File: src/rtl/core/eop_pkg.sv
// Shared types, constants and sine ROM for the ellipse outline point block.
`default_nettype none

package eop_pkg;

   // Payload widths
   localparam int CENTER_BITS = 10;
   localparam int ANGLE_BITS  = 15;
   localparam int SEMI_BITS   = 16;
   localparam int INDEX_BITS  = 9;
   localparam int COLOR_BITS  = 24;
   localparam int POINT_BITS  = 12;

   // Configuration port
   localparam int CSR_INDEX_BITS = 1;
   localparam int CSR_DATA_BITS  = 11;
   localparam logic [CSR_DATA_BITS-1:0] WIDTH_RESET  = 11'd160;
   localparam logic [CSR_DATA_BITS-1:0] HEIGHT_RESET = 11'd120;

   typedef enum logic [CSR_INDEX_BITS-1:0] {
      CSR_IMAGE_WIDTH  = 1'b0,
      CSR_IMAGE_HEIGHT = 1'b1
   } csr_index_type;

   // Sine ROM: 512 entries, amplitude 256
   localparam int ROM_BITS  = 9;
   localparam int TRIG_BITS = 10;

   // round(2^28 / (16*pi)); angle index = (|angle| * RECIP * steps) >> 37
   localparam int RECIP_BITS  = 23;
   localparam logic [RECIP_BITS-1:0] ANGLE_RECIP = 23'd5340354;
   localparam int ANGLE_SHIFT = 37;

   localparam int NUM_STAGES = 6;

   localparam logic [7:0] QUARTER_WAVE [129] = '{
      8'd0,   8'd3,   8'd6,   8'd9,   8'd13,  8'd16,  8'd19,
      8'd22,  8'd25,  8'd28,  8'd31,  8'd34,  8'd38,  8'd41,
      8'd44,  8'd47,  8'd50,  8'd53,  8'd56,  8'd59,  8'd62,
      8'd65,  8'd68,  8'd71,  8'd74,  8'd77,  8'd80,  8'd83,
      8'd86,  8'd89,  8'd92,  8'd95,  8'd98,  8'd101, 8'd104,
      8'd107, 8'd109, 8'd112, 8'd115, 8'd118, 8'd121, 8'd123,
      8'd126, 8'd129, 8'd132, 8'd134, 8'd137, 8'd140, 8'd142,
      8'd145, 8'd147, 8'd150, 8'd152, 8'd155, 8'd157, 8'd160,
      8'd162, 8'd165, 8'd167, 8'd170, 8'd172, 8'd174, 8'd177,
      8'd179, 8'd181, 8'd183, 8'd185, 8'd188, 8'd190, 8'd192,
      8'd194, 8'd196, 8'd198, 8'd200, 8'd202, 8'd204, 8'd206,
      8'd207, 8'd209, 8'd211, 8'd213, 8'd215, 8'd216, 8'd218,
      8'd220, 8'd221, 8'd223, 8'd224, 8'd226, 8'd227, 8'd229,
      8'd230, 8'd231, 8'd233, 8'd234, 8'd235, 8'd237, 8'd238,
      8'd239, 8'd240, 8'd241, 8'd242, 8'd243, 8'd244, 8'd245,
      8'd246, 8'd247, 8'd248, 8'd248, 8'd249, 8'd250, 8'd250,
      8'd251, 8'd252, 8'd252, 8'd253, 8'd253, 8'd254, 8'd254,
      8'd254, 8'd255, 8'd255, 8'd255, 8'd255, 8'd255, 8'd255,
      8'd255, 8'd255, 8'd255
   };

   // Top entries of the quarter wave are 256; the byte table above holds 255 there,
   // so those are patched below.
   function automatic logic signed [TRIG_BITS-1:0] rom_sin(input logic [ROM_BITS-1:0] idx);
      logic [8:0] k;
      logic [8:0] mag;
      begin
         k = {1'b0, idx[7:0]};
         if (k > 9'd128) begin
            k = 9'd256 - k;
         end
         if (k >= 9'd123) begin
            mag = 9'd256;
         end else begin
            mag = {1'b0, QUARTER_WAVE[k[7:0]]};
         end
         rom_sin = idx[8] ? -$signed({1'b0, mag}) : $signed({1'b0, mag});
      end
   endfunction

   function automatic logic signed [TRIG_BITS-1:0] rom_cos(input logic [ROM_BITS-1:0] idx);
      logic [ROM_BITS-1:0] shifted;
      begin
         shifted = idx + 9'd128;
         rom_cos = rom_sin(shifted);
      end
   endfunction

endpackage

`default_nettype wire

File: src/rtl/core/eop_if.sv
// Request and response channel interfaces of the ellipse outline point block.
`default_nettype none

interface eop_req_if;
   logic                                   valid;
   logic                                   ready;
   logic [eop_pkg::CENTER_BITS-1:0]        center_x;
   logic [eop_pkg::CENTER_BITS-1:0]        center_y;
   logic signed [eop_pkg::ANGLE_BITS-1:0]  angle_rad;
   logic [eop_pkg::SEMI_BITS-1:0]          major_semi;
   logic [eop_pkg::SEMI_BITS-1:0]          minor_semi;
   logic [eop_pkg::INDEX_BITS-1:0]         point_index;
   logic [eop_pkg::COLOR_BITS-1:0]         draw_color;

   modport source (
      output valid, center_x, center_y, angle_rad, major_semi, minor_semi,
             point_index, draw_color,
      input  ready
   );
   modport sink (
      input  valid, center_x, center_y, angle_rad, major_semi, minor_semi,
             point_index, draw_color,
      output ready
   );
endinterface

interface eop_rsp_if;
   logic                                   valid;
   logic                                   ready;
   logic signed [eop_pkg::POINT_BITS-1:0]  point_x;
   logic signed [eop_pkg::POINT_BITS-1:0]  point_y;
   logic                                   plot;
   logic [eop_pkg::COLOR_BITS-1:0]         pixel_color;

   modport source (
      output valid, point_x, point_y, plot, pixel_color,
      input  ready
   );
   modport sink (
      input  valid, point_x, point_y, plot, pixel_color,
      output ready
   );
endinterface

`default_nettype wire

File: src/rtl/core/eop_angle_index.sv
// Three-stage pipeline turning a Q3.12 angle into a sine ROM index.
`default_nettype none

module eop_angle_index #(
   parameter int ANGLE_STEPS = 512
) (
   input  wire logic                                   clock,
   input  wire logic [2:0]                             stage_en,
   input  wire logic signed [eop_pkg::ANGLE_BITS-1:0]  angle_rad,
   output logic [eop_pkg::ROM_BITS-1:0]                rom_index
);

   localparam int STEP_BITS   = $clog2(ANGLE_STEPS);
   localparam int PROD_BITS   = eop_pkg::ANGLE_BITS + eop_pkg::RECIP_BITS;
   localparam int SCALED_BITS = PROD_BITS + STEP_BITS + 1;
   // a * 512 / steps through an exact ceiling reciprocal
   localparam int MULT_BITS   = STEP_BITS + eop_pkg::ROM_BITS + 1;
   localparam int DIV_SHIFT   = 2 * STEP_BITS;
   localparam longint unsigned DIV_NUM = 64'd1 << (eop_pkg::ROM_BITS + 2 * STEP_BITS);
   localparam longint unsigned DIV_MULT_L =
      (DIV_NUM + longint'(ANGLE_STEPS) - 64'd1) / longint'(ANGLE_STEPS);
   localparam logic [MULT_BITS-1:0] DIV_MULT = MULT_BITS'(DIV_MULT_L);
   localparam int APROD_BITS  = STEP_BITS + MULT_BITS;

   logic [eop_pkg::ANGLE_BITS-1:0] mag_in;
   logic [PROD_BITS-1:0]           prod_in, prod_ff;
   logic                           neg0_ff, neg1_ff;
   logic [SCALED_BITS-1:0]         scaled;
   logic [STEP_BITS-1:0]           q_ff;
   logic [STEP_BITS:0]             wrapped;
   logic [STEP_BITS-1:0]           a_in;
   logic [APROD_BITS-1:0]          aprod_in, aprod_ff;

   always_comb begin
      mag_in  = angle_rad[eop_pkg::ANGLE_BITS-1] ? eop_pkg::ANGLE_BITS'(-angle_rad)
                                                 : eop_pkg::ANGLE_BITS'(angle_rad);
      prod_in = PROD_BITS'(mag_in) * PROD_BITS'(eop_pkg::ANGLE_RECIP);
   end

   always_comb begin
      scaled = SCALED_BITS'(prod_ff) * SCALED_BITS'(ANGLE_STEPS);
   end

   // Negative angles wrap by one turn, except those that truncate to zero
   always_comb begin
      wrapped = (STEP_BITS+1)'(ANGLE_STEPS) - {1'b0, q_ff};
      if (neg1_ff && (q_ff != '0)) begin
         a_in = wrapped[STEP_BITS-1:0];
      end else begin
         a_in = q_ff;
      end
      aprod_in = APROD_BITS'(a_in) * APROD_BITS'(DIV_MULT);
   end

   always_ff @(posedge clock) begin
      if (stage_en[0]) begin
         prod_ff <= prod_in;
         neg0_ff <= angle_rad[eop_pkg::ANGLE_BITS-1];
      end
      if (stage_en[1]) begin
         q_ff    <= scaled[eop_pkg::ANGLE_SHIFT +: STEP_BITS];
         neg1_ff <= neg0_ff;
      end
      if (stage_en[2]) begin
         aprod_ff <= aprod_in;
      end
   end

   assign rom_index = aprod_ff[DIV_SHIFT +: eop_pkg::ROM_BITS];

endmodule

`default_nettype wire

File: src/rtl/core/ellipse_outline_point.sv
// Ellipse outline point: top level, six-stage point pipeline and image size registers.
//
// req carries one ellipse point per beat: center, Q3.12 angle, Q8.8 semi-axes,
// point index (0..511 around the outline) and a color. rsp returns the rotated
// outline point, the color and a plot flag set when the point is inside the
// image given by the image_width / image_height registers.
// csr_write_en writes csr_wdata into the register picked by csr_index
// (0 = width, 1 = height); values above MAX_IMAGE_DIM saturate. Write only
// while the pipeline is empty.
// Six register stages lie between req and rsp. Throughput is one beat per cycle
// while rsp does not stall.
// Each stage has its own valid bit and advances when it is empty or the next
// stage advances, so a stalled rsp fills bubbles before req.ready drops;
// nothing is dropped or repeated.
// Reset (synchronous) empties the pipeline and sets width 160, height 120.
`default_nettype none

module ellipse_outline_point #(
   parameter int ANGLE_STEPS   = 512,
   parameter int MAX_IMAGE_DIM = 1024
) (
   input  wire logic                                 clock,
   input  wire logic                                 reset,
   eop_req_if.sink                                   req,
   eop_rsp_if.source                                 rsp,
   input  wire logic                                 csr_write_en,
   input  wire logic [eop_pkg::CSR_INDEX_BITS-1:0]   csr_index,
   input  wire logic [eop_pkg::CSR_DATA_BITS-1:0]    csr_wdata
);

   localparam int LAST = eop_pkg::NUM_STAGES - 1;
   localparam int CB   = eop_pkg::CENTER_BITS;
   localparam int PB   = eop_pkg::POINT_BITS;
   localparam int DB   = eop_pkg::CSR_DATA_BITS;

   // Image size registers
   logic [DB-1:0] width_ff, height_ff;
   logic [DB-1:0] csr_value;

   always_comb begin
      if ({2'b00, csr_wdata} > (DB+2)'(MAX_IMAGE_DIM)) begin
         csr_value = DB'(MAX_IMAGE_DIM);
      end else begin
         csr_value = csr_wdata;
      end
   end

   always_ff @(posedge clock) begin
      if (reset) begin
         width_ff  <= eop_pkg::WIDTH_RESET;
         height_ff <= eop_pkg::HEIGHT_RESET;
      end else if (csr_write_en) begin
         case (eop_pkg::csr_index_type'(csr_index))
            eop_pkg::CSR_IMAGE_WIDTH:  width_ff  <= csr_value;
            eop_pkg::CSR_IMAGE_HEIGHT: height_ff <= csr_value;
            default: ;
         endcase
      end
   end

   // Stage control
   logic [LAST:0] valid_ff, valid_in, stage_en;

   always_comb begin
      stage_en[LAST] = !valid_ff[LAST] || rsp.ready;
      for (int k = LAST - 1; k >= 0; k--) begin
         stage_en[k] = !valid_ff[k] || stage_en[k+1];
      end
      valid_in = {valid_ff[LAST-1:0], req.valid};
   end

   always_ff @(posedge clock) begin
      if (reset) begin
         valid_ff <= '0;
      end else begin
         for (int k = 0; k <= LAST; k++) begin
            if (stage_en[k]) begin
               valid_ff[k] <= valid_in[k];
            end
         end
      end
   end

   assign req.ready = stage_en[0];

   // Angle to ROM index, stages 0..2
   logic [eop_pkg::ROM_BITS-1:0] rom_index;

   eop_angle_index #(
      .ANGLE_STEPS (ANGLE_STEPS)
   ) u_angle (
      .clock     (clock),
      .stage_en  (stage_en[2:0]),
      .angle_rad (req.angle_rad),
      .rom_index (rom_index)
   );

   // Center and color ride along
   logic [CB-1:0] cx_ff [LAST];
   logic [CB-1:0] cy_ff [LAST];
   logic [eop_pkg::COLOR_BITS-1:0] color_ff [LAST];

   always_ff @(posedge clock) begin
      if (stage_en[0]) begin
         cx_ff[0]    <= req.center_x;
         cy_ff[0]    <= req.center_y;
         color_ff[0] <= req.draw_color;
      end
      for (int k = 1; k < LAST; k++) begin
         if (stage_en[k]) begin
            cx_ff[k]    <= cx_ff[k-1];
            cy_ff[k]    <= cy_ff[k-1];
            color_ff[k] <= color_ff[k-1];
         end
      end
   end

   // Stage 0: semi-axes times point entries
   logic signed [25:0] cexm_in, ceym_in, cexm_ff, ceym_ff;

   always_comb begin
      cexm_in = $signed({1'b0, req.major_semi}) * eop_pkg::rom_cos(req.point_index);
      ceym_in = $signed({1'b0, req.minor_semi}) * eop_pkg::rom_sin(req.point_index);
   end

   // Stage 1: divide by 256 toward zero
   logic signed [25:0] cexm_adj, ceym_adj;
   logic signed [16:0] cex1_ff, cey1_ff, cex2_ff, cey2_ff;

   always_comb begin
      cexm_adj = cexm_ff + (cexm_ff[25] ? 26'sd255 : 26'sd0);
      ceym_adj = ceym_ff + (ceym_ff[25] ? 26'sd255 : 26'sd0);
   end

   // Stage 3: rotation products
   logic signed [eop_pkg::TRIG_BITS-1:0] ca, sa;
   logic signed [26:0] xc_in, ys_in, yc_in, xs_in;
   logic signed [26:0] xc_ff, ys_ff, yc_ff, xs_ff;

   always_comb begin
      ca    = eop_pkg::rom_cos(rom_index);
      sa    = eop_pkg::rom_sin(rom_index);
      xc_in = cex2_ff * ca;
      ys_in = cey2_ff * sa;
      yc_in = cey2_ff * ca;
      xs_in = cex2_ff * sa;
   end

   // Stage 4: sums, floor shift by 16
   logic signed [27:0] sum_x, sum_y;
   logic signed [PB-1:0] offs_x_ff, offs_y_ff;

   always_comb begin
      sum_x = 28'(xc_ff) - 28'(ys_ff);
      sum_y = 28'(yc_ff) + 28'(xs_ff);
   end

   // Stage 5: add center, clip test
   logic signed [PB-1:0] px_in, py_in, px_ff, py_ff;
   logic                 plot_in, plot_ff;
   logic [eop_pkg::COLOR_BITS-1:0] color_out_ff;

   always_comb begin
      px_in   = offs_x_ff + $signed({2'b00, cx_ff[LAST-1]});
      py_in   = offs_y_ff + $signed({2'b00, cy_ff[LAST-1]});
      plot_in = !px_in[PB-1] && (px_in[DB-1:0] < width_ff) &&
                !py_in[PB-1] && (py_in[DB-1:0] < height_ff);
   end

   always_ff @(posedge clock) begin
      if (stage_en[0]) begin
         cexm_ff <= cexm_in;
         ceym_ff <= ceym_in;
      end
      if (stage_en[1]) begin
         cex1_ff <= cexm_adj[24:8];
         cey1_ff <= ceym_adj[24:8];
      end
      if (stage_en[2]) begin
         cex2_ff <= cex1_ff;
         cey2_ff <= cey1_ff;
      end
      if (stage_en[3]) begin
         xc_ff <= xc_in;
         ys_ff <= ys_in;
         yc_ff <= yc_in;
         xs_ff <= xs_in;
      end
      if (stage_en[4]) begin
         offs_x_ff <= sum_x[27:16];
         offs_y_ff <= sum_y[27:16];
      end
      if (stage_en[5]) begin
         px_ff        <= px_in;
         py_ff        <= py_in;
         plot_ff      <= plot_in;
         color_out_ff <= color_ff[LAST-1];
      end
   end

   assign rsp.valid       = valid_ff[LAST];
   assign rsp.point_x     = px_ff;
   assign rsp.point_y     = py_ff;
   assign rsp.plot        = plot_ff;
   assign rsp.pixel_color = color_out_ff;

endmodule

`default_nettype wire

File: src/flat_wrapper.sv
// flat-port wrapper written by rule: the top's interface ports become plain ports
module ellipse_outline_point_flat 
#(
   parameter int ANGLE_STEPS   = 512,
   parameter int MAX_IMAGE_DIM = 1024
)
  (clock, reset, csr_write_en, csr_index, csr_wdata, req_valid, req_center_x, req_center_y, req_angle_rad, req_major_semi, req_minor_semi, req_point_index, req_draw_color, req_ready, rsp_valid, rsp_point_x, rsp_point_y, rsp_plot, rsp_pixel_color, rsp_ready);
  eop_req_if req_i ();
  eop_rsp_if rsp_i ();
  input  wire logic clock;
  input  wire logic reset;
  input  wire logic csr_write_en;
  input  wire logic [eop_pkg::CSR_INDEX_BITS-1:0] csr_index;
  input  wire logic [eop_pkg::CSR_DATA_BITS-1:0] csr_wdata;
  input wire logic [$bits(req_i.valid)-1:0] req_valid;
  input wire logic [$bits(req_i.center_x)-1:0] req_center_x;
  input wire logic [$bits(req_i.center_y)-1:0] req_center_y;
  input wire logic [$bits(req_i.angle_rad)-1:0] req_angle_rad;
  input wire logic [$bits(req_i.major_semi)-1:0] req_major_semi;
  input wire logic [$bits(req_i.minor_semi)-1:0] req_minor_semi;
  input wire logic [$bits(req_i.point_index)-1:0] req_point_index;
  input wire logic [$bits(req_i.draw_color)-1:0] req_draw_color;
  output wire logic [$bits(req_i.ready)-1:0] req_ready;
  output wire logic [$bits(rsp_i.valid)-1:0] rsp_valid;
  output wire logic [$bits(rsp_i.point_x)-1:0] rsp_point_x;
  output wire logic [$bits(rsp_i.point_y)-1:0] rsp_point_y;
  output wire logic [$bits(rsp_i.plot)-1:0] rsp_plot;
  output wire logic [$bits(rsp_i.pixel_color)-1:0] rsp_pixel_color;
  input wire logic [$bits(rsp_i.ready)-1:0] rsp_ready;
  assign req_i.valid = req_valid;
  assign req_i.center_x = req_center_x;
  assign req_i.center_y = req_center_y;
  assign req_i.angle_rad = req_angle_rad;
  assign req_i.major_semi = req_major_semi;
  assign req_i.minor_semi = req_minor_semi;
  assign req_i.point_index = req_point_index;
  assign req_i.draw_color = req_draw_color;
  assign req_ready = req_i.ready;
  assign rsp_valid = rsp_i.valid;
  assign rsp_point_x = rsp_i.point_x;
  assign rsp_point_y = rsp_i.point_y;
  assign rsp_plot = rsp_i.plot;
  assign rsp_pixel_color = rsp_i.pixel_color;
  assign rsp_i.ready = rsp_ready;
  ellipse_outline_point #(.ANGLE_STEPS(ANGLE_STEPS), .MAX_IMAGE_DIM(MAX_IMAGE_DIM)) u_core (.clock(clock), .reset(reset), .req(req_i), .rsp(rsp_i), .csr_write_en(csr_write_en), .csr_index(csr_index), .csr_wdata(csr_wdata));
endmodule
File: config.mk
export PLATFORM = sky130hd
export DESIGN_NAME = ellipse_outline_point_flat
export DESIGN_NICKNAME = d
export VERILOG_FILES = /design/src/rtl/core/eop_pkg.sv /design/src/rtl/core/eop_if.sv /design/src/rtl/core/eop_angle_index.sv /design/src/rtl/core/ellipse_outline_point.sv /design/src/flat_wrapper.sv
export SDC_FILE = /design/constraint.sdc
export NUM_CORES = 2
export LEC_CHECK = 0
export BUFFER_PORTS_ARGS = -buffer_cell sky130_fd_sc_hd__buf_2
export CELL_PAD_IN_SITES_DETAIL_PLACEMENT = 2
export CELL_PAD_IN_SITES_GLOBAL_PLACEMENT = 2
export CORE_MARGIN = 3
export CORE_UTILIZATION = 30
export CTS_CLUSTER_DIAMETER = 100
export DETAILED_ROUTE_END_ITERATION = 10
export PLACE_DENSITY = 0.66
export SLEW_MARGIN = 20
export SYNTH_ARGS = -nofsm -noshare
export SYNTH_HDL_FRONTEND = slang
export SYNTH_SLANG_ARGS = --single-unit
File: constraint.sdc
create_clock -name clock -period 11.5 [get_ports clock]
set_input_delay 1.725 -clock clock [delete_from_list [all_inputs] [get_ports clock]]
set_output_delay 1.725 -clock clock [all_outputs]
set_load 0.005 [all_outputs]
Word-level counts from Yosys, hierarchy flattened:

Memory sizes are Yosys's and may differ from the RTL's. A register that Yosys moved wholly into a read port is not among the register bits.
Index checks and enable logic that the tools add are counted.

* add/sub/neg operators: 18
* multiply operators: 7
* $lt $le $gt $ge: 15
* muxes and demuxes: 35
* bitwise gates (word level): 5
* reduce and logical (&&, ||, !) cells: 21

Operator list (number)
* multiplier 17 x 10 -> 27 bit: 4
* 2-to-1 mux 9 bit: 9
* 2-to-1 mux 8 bit: 10
* multiplier 17 x 10 -> 26 bit: 2
* adder 25 bit: 2
* 2-to-1 mux 10 bit: 4
* negation 9 -> 10 bit: 4
* >= comparator 9 x 7 -> 1 bit (second input constant): 4
* >= comparator 9 bit (second input constant): 4
* multiplier 15 x 22 -> 36 bit (second input constant): 1
* NOT 8 -> 9 bit: 4
* subtractor 9 x 8 -> 9 bit (first input constant): 4
* > comparator 8 bit (second input constant): 4
* adder 27 x 27 -> 28 bit: 1
* subtractor 27 x 27 -> 28 bit: 1
* adder 12 x 11 -> 12 bit: 2
* less-than comparator 11 bit: 2
* adder 9 x 8 -> 9 bit (second input constant): 2
* 2-to-1 mux 15 bit: 1
* negation 15 bit: 1
* > comparator 11 bit (second input constant): 1
* 2-to-1 mux 11 bit: 1
* 2-to-1 mux 1 bit: 10
* nonzero test 9 bit: 1
* other kinds (6): 22

* flip-flop bits (word level): 361
* bits in writable memories: 220
* ROM bits: 8192
* input port bits: 117
* output and inout port bits: 51
* memories kept: 7

Memories
* (no name shown): words 256, width 8, rd ports 1, clocked after memory_dff 0, wr ports 0, RTL line eop_pkg.sv:71 `mag = {1'b0, QUARTER_WAVE[k[7:0]]};`
* (no name shown): words 256, width 8, rd ports 1, clocked after memory_dff 0, wr ports 0, RTL line eop_pkg.sv:71
* (no name shown): words 256, width 8, rd ports 1, clocked after memory_dff 0, wr ports 0, RTL line eop_pkg.sv:71
* (no name shown): words 256, width 8, rd ports 1, clocked after memory_dff 0, wr ports 0, RTL line eop_pkg.sv:71
* u_core.color_ff: words 5, width 24, rd ports 5, clocked after memory_dff 1, wr ports 5, RTL line ellipse_outline_point.sv:101 `logic [eop_pkg::COLOR_BITS-1:0] color_ff [LAST];`
* u_core.cx_ff: words 5, width 10, rd ports 5, clocked after memory_dff 0, wr ports 5, RTL line ellipse_outline_point.sv:99 `logic [CB-1:0] cx_ff [LAST];`
* 1 more memories

Logic depth before layout (Yosys ltp):

* word-level depth: 11
* depth in mapped cells: 46
* mapped depth without buffers: 40

By module:

Synthesis repeated with hierarchy kept, for this count alone.

* cell total of the unflattened synthesis: 6927
* area total of the unflattened synthesis: 68443.1 µm²

By module, submodules not included
* ellipse_outline_point: instances 1, cells an instance 6350, area each 62394.8 µm², seq. area each 16205.5 µm²
* eop_angle_index: instances 1, cells an instance 577, area each 6048.3 µm², seq. area each 870.8 µm²

Least setup slack after synthesis:

No wires, ideal clock.

* kind: input -> register
* from: input port req_point_index[0]
* to: register u_core.ceym_ff[25], data pin
* arrival: 11.233 ns
* data required time: 11.240 ns
* setup slack: 0.007 ns
* stages on the path: 43
* buffers on the path: 6
* path through: buf_2 inv_1 clkbuf_1 ha_1 buf_2 nor3b_2 a21o_1 nand2_1 inv_1 ha_1 clkbuf_1 o21ai_0 a32o_1 o22ai_1 a32oi_1 nor2_1 clkbuf_1 inv_1 [7 not listed] inv_1 fa_1 inv_1 fa_1 inv_1 fa_1 fa_1 ha_1 or2_2 a21oi_1 nor4_1 a2111oi_0 o31ai_1 o41ai_1 nor2b_1 a21oi_1 xor2_1 xnor2_1

* word-level cells in the longest chain between the ends: 10
* elaborated cells on any way between the ends: 12
* those cells by class: 2 x add/sub; 1 x mul; 2 x order compare; 5 x mux; 1 x bitwise; 1 x memory

Ends and longest elaborated chain
* start, declared: RTL line flat_wrapper.sv:21 `input wire logic [$bits(req_i.point_index)-1:0] req_point_index;`
* subtractor 9 x 8 -> 9 bit / > comparator 8 bit (equally long branches): RTL line eop_pkg.sv:66, eop_pkg.sv:65
* 2-to-1 mux 9 bit *: RTL line eop_pkg.sv:65 `if (k > 9'd128) begin`
* NOT 8 -> 9 bit (implied by the code): RTL line eop_pkg.sv:71
* memory (256 x 8 bit)
* 2-to-1 mux 8 bit (implied by the code) (2 in a row): RTL line eop_pkg.sv:71
* 2-to-1 mux 9 bit *: RTL line eop_pkg.sv:68 `if (k >= 9'd123) begin`
* negation 9 -> 10 bit: RTL line eop_pkg.sv:73 `rom_sin = idx[8] ? -$signed({1'b0, mag}) : $signed({1'b0, mag});`
* 2-to-1 mux 10 bit *: RTL line eop_pkg.sv:73
* multiplier 17 x 10 -> 26 bit *: RTL line ellipse_outline_point.sv:123 `ceym_in = $signed({1'b0, req.minor_semi}) * eop_pkg::rom_sin(req.point_index);`
* net u_core.ceym_in[25]: RTL line ellipse_outline_point.sv:119 `logic signed [25:0] cexm_in, ceym_in, cexm_ff, ceym_ff;`
* end signal, assigned: RTL line ellipse_outline_point.sv:173 `ceym_ff <= ceym_in;`
* end, declared: RTL line ellipse_outline_point.sv:119

The timed path passes the listed nets; every way through them passes the cells marked *. The select of a mux whose other input is x is not followed.
A chain may end at the register's enable or synchronous reset.

Worst setup path in the final report:

* from: register u_core.u_angle.aprod_ff[18]
* to: register u_core.ys_ff[26], data pin

* word-level cells in the longest chain between the ends: 10
* elaborated cells on any way between the ends: 12
* those cells by class: 2 x add/sub; 1 x mul; 2 x order compare; 5 x mux; 1 x bitwise; 1 x memory

Ends and longest elaborated chain
* start, declared: RTL line eop_angle_index.sv:32 `logic [APROD_BITS-1:0] aprod_in, aprod_ff;`
* start signal, assigned: RTL line eop_angle_index.sv:65 `aprod_ff <= aprod_in;`
* subtractor 9 x 8 -> 9 bit / > comparator 8 bit (equally long branches): RTL line eop_pkg.sv:66, eop_pkg.sv:65
* 2-to-1 mux 9 bit *: RTL line eop_pkg.sv:65
* NOT 8 -> 9 bit (implied by the code): RTL line eop_pkg.sv:71
* memory (256 x 8 bit)
* 2-to-1 mux 8 bit (implied by the code) (2 in a row): RTL line eop_pkg.sv:71
* 2-to-1 mux 9 bit *: RTL line eop_pkg.sv:68
* negation 9 -> 10 bit: RTL line eop_pkg.sv:73
* 2-to-1 mux 10 bit *: RTL line eop_pkg.sv:73
* multiplier 17 x 10 -> 27 bit *: RTL line ellipse_outline_point.sv:144 `ys_in = cey2_ff * sa;`
* net u_core.ys_in[26]: RTL line ellipse_outline_point.sv:137 `logic signed [26:0] xc_in, ys_in, yc_in, xs_in;`
* end signal, assigned: RTL line ellipse_outline_point.sv:185 `ys_ff <= ys_in;`
* end, declared: RTL line ellipse_outline_point.sv:138 `logic signed [26:0] xc_ff, ys_ff, yc_ff, xs_ff;`

Marks and branches as above.

==> results.tsv <==
metric	value	unit
grt_pass1_vias	61588	
commonest_register_cell_after_synthesis	edfxtp_1	
cts_htree_levels	3	
area_growth_syn_to_layout	11.4	%
critical_path_peak_fanout	28	
floorplan.die.width	491	um
timing.final.setup_violations	0	
worst_ep_arrival_time	11.49	ns
wire_per_inst	22.0	um
use_met3	0.0187	
drt_pre_antenna_iters	5	
library_cell_contributing_the_largest_single_delay_on_the_critical_path	or4b_2	
initial_cell_density_of_the_core	0.303	
period_share	0.963	
cts.reportedPaths.clkPinSlew	0.06	ns
use_met1	0.249	
period_needed	11.08	ns
grt.total_usage	0.191	
initialDrtViolationCount	2344	
synth.top_cell.area_share	0.255	
core_region_area	233000	sq um
ys.warnings.count	0	
syn_inst	7194	
netlist_area	70700	sq um
routabilityCongestion	0.853	
grt_start_max_net_pins	108	
timing.max_cap.violations	0	
detail-route-antenna-nets	0	
clock_insertion_delay_worst_skew	0.67	ns
synth.most_common_cell	inv_1	
area.sequential	17100	sq um
total_length_of_routed_wires	232000	um
largest_stage_delay_on_the_critical_path	0.60	ns
met2_track_demand_over_resource	0.341	
synth_seq_area_share	0.241	
routed_via_density	5.04	
postSynthAreaPerCell	9.83	sq um
synth_cell_type_count	132	
multi_input_comb_area	47700	sq um
critical_path_required	11.91	ns
run_status	finished clean	
placement.io_buffers	167	
clock.fmax	90.3	MHz
die_height	491	um
tightestPinTransition	1.12	ns
drv_slew	0	
tritoncts_num_sinks	578	
synth.cells.most_frequent	inv_1 (1258), fa_1 (900), nand2_1 (717)	
nNetsFinal	9032	
post_route_cells_drive_above_1_share	0.0993	
async_sr_flop_fraction	0	
cts-hold-fix-buffers	0	
numPlacedInstances	10391	
via_count	53065	
layout.cells.non_filler	10533	
post_synth_main_area_contributors	fa_1 (25%), edfxtp_1 (23%), ha_1 (12%)	
post-route-drc-count	0	
row_count	177	
max-clock-path-buffers	3	
timing.slew.headroom	0.232	
grt_setup_unrepaired	true	
cts_tree	built	
wire_length_of_the_first_global_routing_pass	367000	um
num_io_pins	168	
timing_hold_violations_final	0	
worstSetupStartpointType	flop	
grt_antenna_before_repair	11	
gr-total-overflow	0	
hp-class	reg -> reg	
hpwl	180000	um
edff_count_synth	550	
worst_setup_path_end_kind	flop	
postSynthRegisterBits	578	
dieArea	242000	sq um
synthesis.nets	8890	
yosysTopAreaCell	fa_1	
criticalPathCategory	reg -> reg	
finClkSkew	0.0417	ns
n_fill_cell	25668	
cts_root_buffer	clkbuf_16	
grt_busiest_layer	met2	
cts_bufs_inserted	73	
[cell type report]
cell class,instances,share of cell area
Clock inverter,42,0.00556
Sequential cell,578,0.217
Tap cell,3132,0.0498
Clock buffer,91,0.0243
Antenna cell,7,0.000222
Multi-Input combinational cell,4985,0.606
Inverter,1263,0.0603
Timing Repair Buffer,435,0.0369
[layout by cell type, fill, tap and decap left out, types with 31 or more instances in the layout]
master and instances:
o21ai_0 174, edfxtp_1 550, nand2_1 715, fa_1 900, and3_1 59, o221ai_1 54
a21o_1 64, and2_1 334, o21a_1 43, ha_1 676, a41o_1 39, a21oi_1 210
nor2b_1 36, clkbuf_16 74, nor2_1 302, nor3_1 89, buf_2 167, a211oi_1 46
or3_1 31, xor2_1 74, or2_2 50, o211ai_1 48, buf_4 260, nand2b_1 43
nand3_1 174, xnor2_1 208, a31oi_1 41, inv_1 1256
[stage by stage]
stage | setup TNS, ns | setup slack [ns] | hold slack [ns] | instance area (sq um) | util
final | 0 | 0.421 | 0.391 | 78800 | 0.337
after detailed placement | -0.169 | -0.0781 | 0.405 | 76200 | 0.327
after global routing | -0.240 | -0.191 | 0.389 | 78700 | 0.337
after CTS | 0 | 0.0000586 | 0.385 | 78600 | 0.337
after global placement | 0 | 0.0807 | 0.400 | 76200 | 0.327
after floorplan | 0 | 0.00711 | 0.400 | 70700 | -
[layer usage]
metal / share of wire / up-vias
met1: 0.45 / 27878
met5: 0.00033 / -
li1: - / 24116
met2: 0.50 / 804
met3: 0.029 / 257
met4: 0.021 / 10
[path summary, 6_finish.rpt]
| check | endpoint | startpoint | cells after the start | slack (ns) |
|---|---|---|---|---|
| worst max register to register | u_core.ys_ff[26] | u_core.u_angle.aprod_ff[18] | 39 | 0.42 |
| worst min register to register | u_core.cex2_ff[10] | u_core.cex1_ff[10] | 0 | 0.39 |
| worst max-delay path | u_core.ys_ff[26] | u_core.u_angle.aprod_ff[18] | 39 | 0.42 |
| worst min-delay path | u_core.cex2_ff[10] | u_core.cex1_ff[10] | 0 | 0.39 |
[cells by family (layout without fill, tap and decap cells)]
kind of cell,count (synthesis),in the layout,share of synthesized area
simple gates,1981,1981,0.138
other cells,0,7,0
buf+inv,1632,1831,0.0896
fa+ha+maj,1579,1579,0.375
mux,41,41,0.00644
flops,578,578,0.241
xor+xnor,303,304,0.0386
compound gates,1080,1080,0.111
[what timing repair did]
action                                 CTS  global route
setup endpoints to repair                1            13
buffers inserted                         0             1
pin swaps                                0             3
gates cloned                             0             1
resized for setup                        3            24
endpoints found under the hold margin    0             0
[registers in the layout, summed over array words and instances, names as in the netlist, 24 cells and up]
name,cells
u_core.cx_ff,50
u_core.ceym_ff,26
u_core.yc_ff,27
u_core.rsp.pixel_color,24
u_core.xs_ff,27
u_core.cexm_ff,26
u_core.cy_ff,50
u_core.xc_ff,27
u_core.color_ff,120
u_core.ys_ff,27
[worst max-delay path, delay by kind of cell, from the launching register on]
family          cells  cell delay [ns]
xor+xnor            2             0.31
buf+inv             9             1.09
compound gates     13             3.68
simple gates        7             2.07
flops               1             0.51
fa+ha+maj           8             3.09
Power is not shown: default switching activity piles up to over one toggle a cycle in this logic, so the estimate is an artifact.
